$ cat config.mk
export PLATFORM = sky130hd
export DESIGN_NAME = fqps_cell
export DESIGN_NICKNAME = d
export VERILOG_FILES = /design/src/hdl/fqps_pkg.sv /design/src/hdl/fqps_cell.sv
export SDC_FILE = /design/constraint.sdc
export NUM_CORES = 1
export LEC_CHECK = 0
export ABC_AREA = 1
export BUFFER_PORTS_ARGS = -buffer_cell sky130_fd_sc_hd__buf_2
export CAP_MARGIN = 10
export CORE_MARGIN = 5
export CORE_UTILIZATION = 39
export DETAILED_ROUTE_END_ITERATION = 10
export GPL_TIMING_DRIVEN = 0
export PLACE_DENSITY = 0.84
export SLEW_MARGIN = 40
export SYNTH_ARGS = -nofsm -noshare
export SYNTH_HDL_FRONTEND = slang
export SYNTH_SLANG_ARGS = --single-unit
$ cat constraint.sdc
create_clock -name clk -period 2.2 [get_ports clk]
set_input_delay 0.44 -clock clk [delete_from_list [all_inputs] [get_ports clk]]
set_output_delay 0.44 -clock clk [all_outputs]
set_load 0.05 [all_outputs]
$ cat src/hdl/fqps_pkg.sv
`default_nettype none

package fqps_pkg;

	localparam int MAX_PIPES_DEF = 16;
	localparam int ID_W          = 4;
	localparam int N_IDS         = 16;

	typedef enum logic [2:0] {
		CMD_ADD        = 3'd0,
		CMD_REMOVE     = 3'd1,
		CMD_ACTIVATE   = 3'd2,
		CMD_DEACTIVATE = 3'd3,
		CMD_RECV       = 3'd4
	} cmd_t;

	typedef enum logic [1:0] {
		ST_DONE   = 2'd0,
		ST_AGAIN  = 2'd1,
		ST_ERROR  = 2'd2,
		ST_REJECT = 2'd3
	} status_t;

	typedef enum logic {
		FSM_IDLE,
		FSM_EXEC
	} fsm_t;

	typedef struct packed {
		logic [2:0]       cmd;
		logic [ID_W-1:0]  pipe_id;
		logic [N_IDS-1:0] recv_ok_mask;
		logic [N_IDS-1:0] recv_err_mask;
	} req_t;

	typedef struct packed {
		logic [1:0]      status;
		logic [ID_W-1:0] pipe_out;
		logic            any_active;
	} rsp_t;

	// search chain handed from cell to cell
	typedef struct packed {
		logic            found;
		logic            ok;
		logic [ID_W-1:0] id;
	} chain_t;

	// broadcast to every cell for the search and for an add
	typedef struct packed {
		logic             match_rm;
		logic [ID_W-1:0]  pipe_id;
		logic [N_IDS-1:0] act;
		logic [N_IDS-1:0] ok;
		logic [N_IDS-1:0] err;
	} cell_bus_t;

	// broadcast to every cell for the list update
	typedef struct packed {
		logic            add;
		logic            shift;
		logic            tail_take;
		logic [ID_W-1:0] tail_id;
	} upd_t;

endpackage

`default_nettype wire

$ cat src/hdl/fqps_cell.sv
`default_nettype none

module fqps_cell #(
	parameter int IDX   = 0,
	parameter int CNT_W = 5
) (
	input  wire logic                         clk,
	input  wire logic [CNT_W-1:0]             count,
	input  wire fqps_pkg::cell_bus_t          bus,
	input  wire fqps_pkg::upd_t               upd,
	input  wire fqps_pkg::chain_t             chain_in,
	input  wire logic [fqps_pkg::ID_W-1:0]    nbr_id,
	output fqps_pkg::chain_t                  chain_out,
	output logic [fqps_pkg::ID_W-1:0]         id
);

	logic [fqps_pkg::ID_W-1:0] id_q;
	logic                      valid;
	logic                      is_last;
	logic                      sel;
	logic                      at_or_after;

	assign valid   = CNT_W'(IDX) < count;
	assign is_last = CNT_W'(IDX) == (count - CNT_W'(1));
	assign id      = id_q;

	always_comb begin
		if (bus.match_rm) begin
			sel = valid && (id_q == bus.pipe_id);
		end else begin
			sel = valid && bus.act[id_q] && (bus.ok[id_q] || bus.err[id_q]);
		end
	end

	assign at_or_after = chain_in.found || sel;

	always_comb begin
		chain_out = chain_in;
		if (!chain_in.found && sel) begin
			chain_out.found = 1'b1;
			chain_out.ok    = bus.ok[id_q];
			chain_out.id    = id_q;
		end
	end

	// cells from the hit onwards take their neighbour's id, the tail may take the grant
	always_ff @(posedge clk) begin
		if (upd.add && (CNT_W'(IDX) == count)) begin
			id_q <= bus.pipe_id;
		end else if (upd.shift && at_or_after) begin
			id_q <= (upd.tail_take && is_last) ? upd.tail_id : nbr_id;
		end
	end

endmodule

`default_nettype wire

==> impl_metrics.csv, run 1 <==
group,metric,value,unit
place,io_buffers,85,
timing,hold_slack,0.5165,ns
synthesis,synth_area_leader_cell,"nand2_1",
critical_path,setup.worst_path.start,"id[0]$_DFFE_PP_",
drt,top_layer,"met4",
synthesis,synth_top_area_share,0.2978,
synthesis,ys_ff_latch,4,
drt,ant_nets,0,
place,place_ws,-0.1609,ns
critical_path,r2r_cells,14,
run,drv_cap,0,
clock_tree,clkLatencyLatePin,0.23,ns
min_path,whs_path_depth,3,
drt,wl_per_cell,12.57,um
cells_and_area,final_common_cell,"buf_2",
timing,max_slew_margin,0.7329,
min_path,hp-start,"nbr_id[2]",
clock_tree,cts_tree,"yes",
critical_path,r2r_start,"id[0]$_DFFE_PP_",
drt,via_per_inst,5.000,
synthesis,ys_seq_area_frac,0.1191,
synthesis,syn_area,1008,um2
drt,via_count,1610,
clock_tree,hold_buffers,0,
critical_path,cp_slowest_cell,"edfxtp_1",
min_path,hold_path_class,"in -> reg",
status,violations,"setup timing",
drt,drc,0,
clock_tree,clock_path_buffers,2,
drt,wl_met1,1467,um
cells_and_area,largest_reg_flops,4,
grt,grt.overflow.total,0,
critical_path,crit_fanout,8,
grt,gr-usage-all-layers,0.2050,
timing,finalCritPeriodShare,1.141,
drt,drt-initial-drc-count,44,
cells_and_area,fin_nets,370,
timing,finalHoldViolations,0,
timing,finalSetupViolCount,6,
synthesis,syn_inst,194,
timing,tns,-1.632,ns
pwr,powerDensity,345.6,nW/um2
grt,antenna_found_initial,0,
clock_tree,cts_root_buf,"clkbuf_4",
timing,rsz0062_at_grt,"yes",
status,status,"finished with violations",
cells_and_area,drive_gt1_frac,0.5445,
drt,dr.pass1.iters,4,
critical_path,cpPeakStageDelay,0.39,ns
clock_tree,clk_pin_slew,0.04,ns
pwr,vdd_drop_max,0.0004411,V
timing,maxSlewViolCount,0,
critical_path,worstPathArrival,2.07,ns
die,io_pins,86,
grt,grt_max_degree,11,
pwr,p_leak,0.001072,uW
drt,wl_met2,2123,um
drt,drt_wl_total,4047,um
timing,min_period,2.510,ns
die,die_area,3703,um2
drt,wl_met3,411,um
die,core,2477,um2
clock_tree,cts.htree.levels,1,
critical_path,worst-setup-path-type,"reg -> out",
die,num_rows,18,
die,die_w,60.85,um
critical_path,cp-end-kind,"primary output",
place,globalplace.congestion,0.7735,
synthesis,netlist_top_cells_area,"nand2_1 (30%), nand3_1 (20%), edfxtp_1 (12%)",
cells_and_area,antennaDiodeCount,0,
synthesis,synth_nets,270,
grt,grt_pass1_vias,1474,
cells_and_area,mostFrequentLayoutCells,"buf_2 (81), nand2_1 (60), nand3_2 (24), inv_1 (19), nand3_1 (17)",
critical_path,start_kind,"flip-flop",
clock_tree,cts_buffers,3,
timing,fmax,398.4,MHz
timing,finalWorstSetupSlack,-0.3100,ns
timing,skew,0.003647,ns
cells_and_area,area_delta_synth_final,87.72,%
synthesis,avgSynthCellArea,5.198,um2
critical_path,crit_required,1.76,ns
timing,tightest_slew,0.3991,ns
die,start_util,0.4071,
die,fp.dieH,60.85,um
synthesis,ys_warn_count,0,
grt,grt_pass1_wl,5871,um
place,place_hpwl,2653,um
synthesis,ys_types,20,
critical_path,worstPathCellList,"buf_6 -> clkinv_8 -> buf_8 -> nand2_1 -> nand3_2 -> nand3_2 -> nand2_1 -> nor2_1 -> nand2_2 -> nand3_2 -> nand2_4 -> nand3_4 -> nand2_4 -> nand2_4 -> buf_8",
clock_tree,cts.sinks,4,
cell usage after synthesis, drive strengths merged:
cell type	count
a21oi	5
buf	9
edfxtp	4
inv	22
nand2	82
nand3	42
nand4	7
nor2	14
o21ai	5
xnor2	4
power by group:
group	internal (uW)	switching (uW)
Sequential	91.5	3.13
Clock	61.0	29.7
Combinational	204	265
Total	356	298
path summary, 6_finish.rpt:
kind                                        end  slack [ns]
worst min-delay path            id[2]$_DFFE_PP_        0.52
worst max-delay path               chain_out[2]       -0.31
worst max register to register  id[1]$_DFFE_PP_        0.19
worst min register to register  id[3]$_DFFE_PP_        1.20
layer usage:
layer  vias to the layer above  track usage
li1                        826            -
met5                         -            0
met4                         0      0.08050
met2                        66       0.3939
met1                       712       0.2104
met3                         6      0.04894
cells by family (layout without fill, tap and decap cells):
logic type / Yosys count / after routing / share of synthesized area
flip-flops: 4 / 4 / 0.1191
AO/OA/AOI/OAI: 10 / 10 / 0.05335
AND/OR/NAND/NOR: 145 / 145 / 0.6365
buffers and inverters: 31 / 129 / 0.1563
XOR/XNOR: 4 / 4 / 0.03474
per-stage QoR:
step                      utilization  power, uW  area, um2  instances
final                          0.7641      654.3       1893        322
after floorplan                     -      343.0       1054        194
after detailed placement       0.6121      454.6       1516        309
after global routing           0.7641      702.7       1893        322
after CTS                      0.7040      614.5       1744        319
after global placement         0.6121      450.8       1516        309
final cells by class:
type	instances	area (um2)
tap	30	37.54
sequential	4	120.1
multi-input combinational	159	957.2
timing repair buffer	95	571.8
inverter	22	95.09
buffer	9	88.84
clock buffer	3	22.52
fill	222	584.3
repair_timing:
| item | in CTS | in global routing |
|---|---|---|
| pin swaps | 24 | 14 |
| gates cloned | 2 | 0 |
| gates resized for setup | 45 | 29 |
| buffers inserted | 5 | 3 |
| endpoints found under the setup margin | 6 | 6 |
worst max-delay path: cells and delay by family (launching register included):
kind          cells  cell delay, ns
flops             1            0.39
simple gates     11            0.94
buf+inv           4            0.49
Power figures use the tool's default switching activity.
==> run 2: changes to the inputs <==
--- a/config.mk
+++ b/config.mk
@@ -5,14 +5,14 @@
 export SDC_FILE = /design/constraint.sdc
 export NUM_CORES = 1
 export LEC_CHECK = 0
-export ABC_AREA = 1
+export ABC_AREA = 0
 export BUFFER_PORTS_ARGS = -buffer_cell sky130_fd_sc_hd__buf_2
 export CAP_MARGIN = 10
 export CORE_MARGIN = 5
-export CORE_UTILIZATION = 39
+export CORE_UTILIZATION = 35
 export DETAILED_ROUTE_END_ITERATION = 10
 export GPL_TIMING_DRIVEN = 0
-export PLACE_DENSITY = 0.84
+export PLACE_DENSITY = 0.82
 export SLEW_MARGIN = 40
 export SYNTH_ARGS = -nofsm -noshare
 export SYNTH_HDL_FRONTEND = slang
==> run 2 against run 1 <==
Net effect: the flow still finishes with violations (setup timing); sequential share of layout area grew 1.3 points; die area shrank 5.8%; sequential cell count is the same; worst hold slack gained 0.034 ns; count of clock-buffer cells in the layout is the same; utilization shrank 6.6 points; critical path depth shrank 5; synthesized cell count shrank 65%; final cell count shrank 39%; critical endpoint is now chain_out[0].
==> impl_metrics.csv, run 2 <==
group,metric,value,unit
grt,grt.overflow.total,0,
die,start_util,0.3735,
critical_path,worst-setup-path-type,"reg -> out",
critical_path,start_kind,"flip-flop",
die,fp.dieH,59.05,um
synthesis,synth_nets,143,
die,io_pins,86,
critical_path,crit_fanout,8,
cells_and_area,fill_cells,193,
timing,finalHoldViolations,0,
synthesis,syn_area,842.1,um2
die,core,2255,um2
critical_path,r2r_cells,10,
drt,drc,0,
die,num_rows,17,
synthesis,synth_top_family_by_area,"multiplexers",
synthesis,avgSynthCellArea,12.57,um2
critical_path,cp-end-kind,"primary output",
clock_tree,clk_pin_slew,0.05,ns
cells_and_area,fin_nets,248,
die,die_area,3487,um2
synthesis,synth_compound_area_frac,0.07281,
cells_and_area,largest_reg_flops,4,
critical_path,r2r_start,"id[2]$_DFFE_PP_",
critical_path,ff2ff_setup_slack,-0.30,ns
pwr,powerDensity,385.6,nW/um2
place,place_hpwl,2393,um
critical_path,worstPathArrival,2.60,ns
grt,grt_max_degree,9,
synthesis,ys_warn_count,0,
pwr,clkPwrFrac,0.178,
die,die_w,59.05,um
min_path,min_to,"id[0]$_DFFE_PP_",
synthesis,synth_area_leader_cell,"mux2i_1",
clock_tree,cts_buffers,3,
clock_tree,hold_buffers,0,
min_path,hold_path_class,"in -> reg",
place,io_buffers,85,
synthesis,ys_types,23,
drt,dr.pass1.iters,4,
pwr,p_int,372.4,uW
status,status,"finished with violations",
timing,finalWorstSetupSlack,-0.8384,ns
synthesis,synthSimpleGateAreaFrac,0.08915,
critical_path,r2r_end,"id[1]$_DFFE_PP_",
drt,via_per_inst,5.056,
run,drv_cap,0,
clock_tree,cts_root_buf,"clkbuf_4",
cells_and_area,mostFrequentLayoutCells,"buf_2 (79), mux2i_1 (16), buf_4 (12), buf_6 (8), mux4_2 (8)",
pwr,vdd_drop_max,0.0002677,V
synthesis,synth.most_common_cell,"mux2i_1",
timing,fmax,329.1,MHz
synthesis,syn_inst,67,
synthesis,dominantRegCellSynth,"edfxtp_1",
drt,ant_nets,0,
drt,drt-initial-drc-count,42,
timing,max_slew_margin,0.6471,
cells_and_area,drive_gt1_frac,0.7529,
synthesis,ys_seq_area_frac,0.1426,
synthesis,synth_xor_area_frac,0.04160,
synthesis,netlist_top_cells_area,"mux2i_1 (21%), mux4_1 (16%), edfxtp_1 (14%)",
synthesis,postSynth.asyncResetShare,0,
timing,tns,-5.985,ns
pwr,p_seq_frac,0.156,
synthesis,ys_ff_latch,4,
cells_and_area,utilization,0.6981,
cells_and_area,final_common_cell,"buf_2",
grt,gr-usage-all-layers,0.1766,
synthesis,synthMuxAreaShare,0.5929,
drt,via_count,1001,
synthesis,synth-adder-area-share,0,
synthesis,synth_commonest_cells,"mux2i_1 (18), mux2_4 (5), mux4_1 (5), mux4_2 (5)",
grt,antenna_found_initial,0,
pwr,switchingPower,234.4,uW
synthesis,synth_top_area_share,0.2140,
drt,drt_wl_total,3221,um
drt,wl_per_cell,16.27,um
grt,grt_pass1_wl,4823,um
timing,maxSlewViolCount,0,
pwr,combinationalPowerShare,0.665,
cells_and_area,area_delta_synth_final,86.92,%
pwr,finalPower,606.9,uW
min_path,hp-start,"bus[48]",
clock_tree,cts.htree.levels,1,
place,globalplace.congestion,0.7312,
cells_and_area,antennaDiodeCount,0,
timing,rsz0062_at_grt,"yes",
synthesis,synth_edf_count,4,
clock_tree,cts.sinks,4,
pwr,p_leak,0.0007844,uW
clock_tree,clkLatencyLatePin,0.25,ns
clock_tree,clock_path_buffers,2,
min_path,whs_path_depth,3,
critical_path,crit_required,1.76,ns
timing,finalSetupViolCount,10,
timing,finalCritPeriodShare,1.381,
clock_tree,cts_tree,"yes",
timing,min_period,3.038,ns
pwr,switching_share,0.3863,
grt,grt_pass1_vias,1158,
status,violations,"setup timing",
timing,skew,0.005399,ns
timing,tightest_slew,0.5282,ns
-- run 2: critical path, stage by stage, from the launching register on --
cell and delay [ns]:
edfxtp_1 0.40, buf_6 0.17, buf_12 0.13, mux2i_1 0.11
mux4_2 0.52, nand3b_4 0.11, a31oi_4 0.11, nor3_4 0.19
buf_12 0.15, mux2_4 0.30, buf_8 0.15
-- run 2: how the worst max path moves through the flow --
stage / start / to / slack, ns / depth (start not counted)
after floorplan: id[2]$_DFFE_PP_ / chain_out[0] / -0.70 / 8
after global placement: id[2]$_DFFE_PP_ / chain_out[3] / -0.62 / 9
after detailed placement: id[2]$_DFFE_PP_ / chain_out[3] / -0.65 / 9
after CTS: id[2]$_DFFE_PP_ / chain_out[0] / -0.85 / 9
after global routing: id[2]$_DFFE_PP_ / chain_out[0] / -0.91 / 10
final: id[2]$_DFFE_PP_ / chain_out[0] / -0.84 / 10
-- run 2: kinds of logic after synthesis --
family	after synthesis
multiplexers	33
AND/OR/NAND/NOR	12
AO/OA/AOI/OAI	8
buffers and inverters	6
XOR/XNOR	4
flip-flops	4
-- run 2: timing repair --
| action | 4_1_cts | 5_1_grt |
|---|---|---|
| pin swaps | 4 | 2 |
| setup endpoints to repair | 10 | 10 |
| hold endpoints to repair | 0 | 0 |
| gates resized for setup | 19 | 7 |
| buffers inserted | 12 | 3 |
-- run 2: per-stage QoR --
| step | std cells | setup slack [ns] | area, um2 | hold slack, ns |
|---|---|---|---|---|
| global placement | 180 | -0.6235 | 1330 | 0.7932 |
| detailed placement | 180 | -0.6508 | 1330 | 0.8128 |
| global route | 198 | -0.9079 | 1574 | 0.6001 |
| finish | 198 | -0.8384 | 1574 | 0.5501 |
| CTS | 195 | -0.8478 | 1526 | 0.5721 |
| floorplan | 67 | -0.7004 | 869.6 | 0.6704 |
-- run 2: layout make-up --
cell class	count	area [um2]	share of cell area
buffer	6	61.31	0.03895
clock buffer	3	22.52	0.01431
multi-input combinational	57	723.2	0.4595
sequential	4	120.1	0.07631
tap	28	35.03	0.02226
timing repair buffer	100	611.8	0.3887
-- run 2: metal layers --
layer / up-vias / global-route usage / wire, um
met5: - / 0 / 0
met4: 0 / 0.03883 / 40
met3: 4 / 0.02179 / 279
met2: 49 / 0.3628 / 1857
met1: 469 / 0.1857 / 1044
li1: 479 / - / -
-- run 2: power groups by stage --
stage               Combinational [uW]  Sequential (uW)  Clock (uW)
global route                       428             95.0         112
floorplan                          194              114           0
CTS                                378             94.8         102
finish                             404             94.8         108
global placement                   305             96.2           0
detailed placement                 313             96.7           0
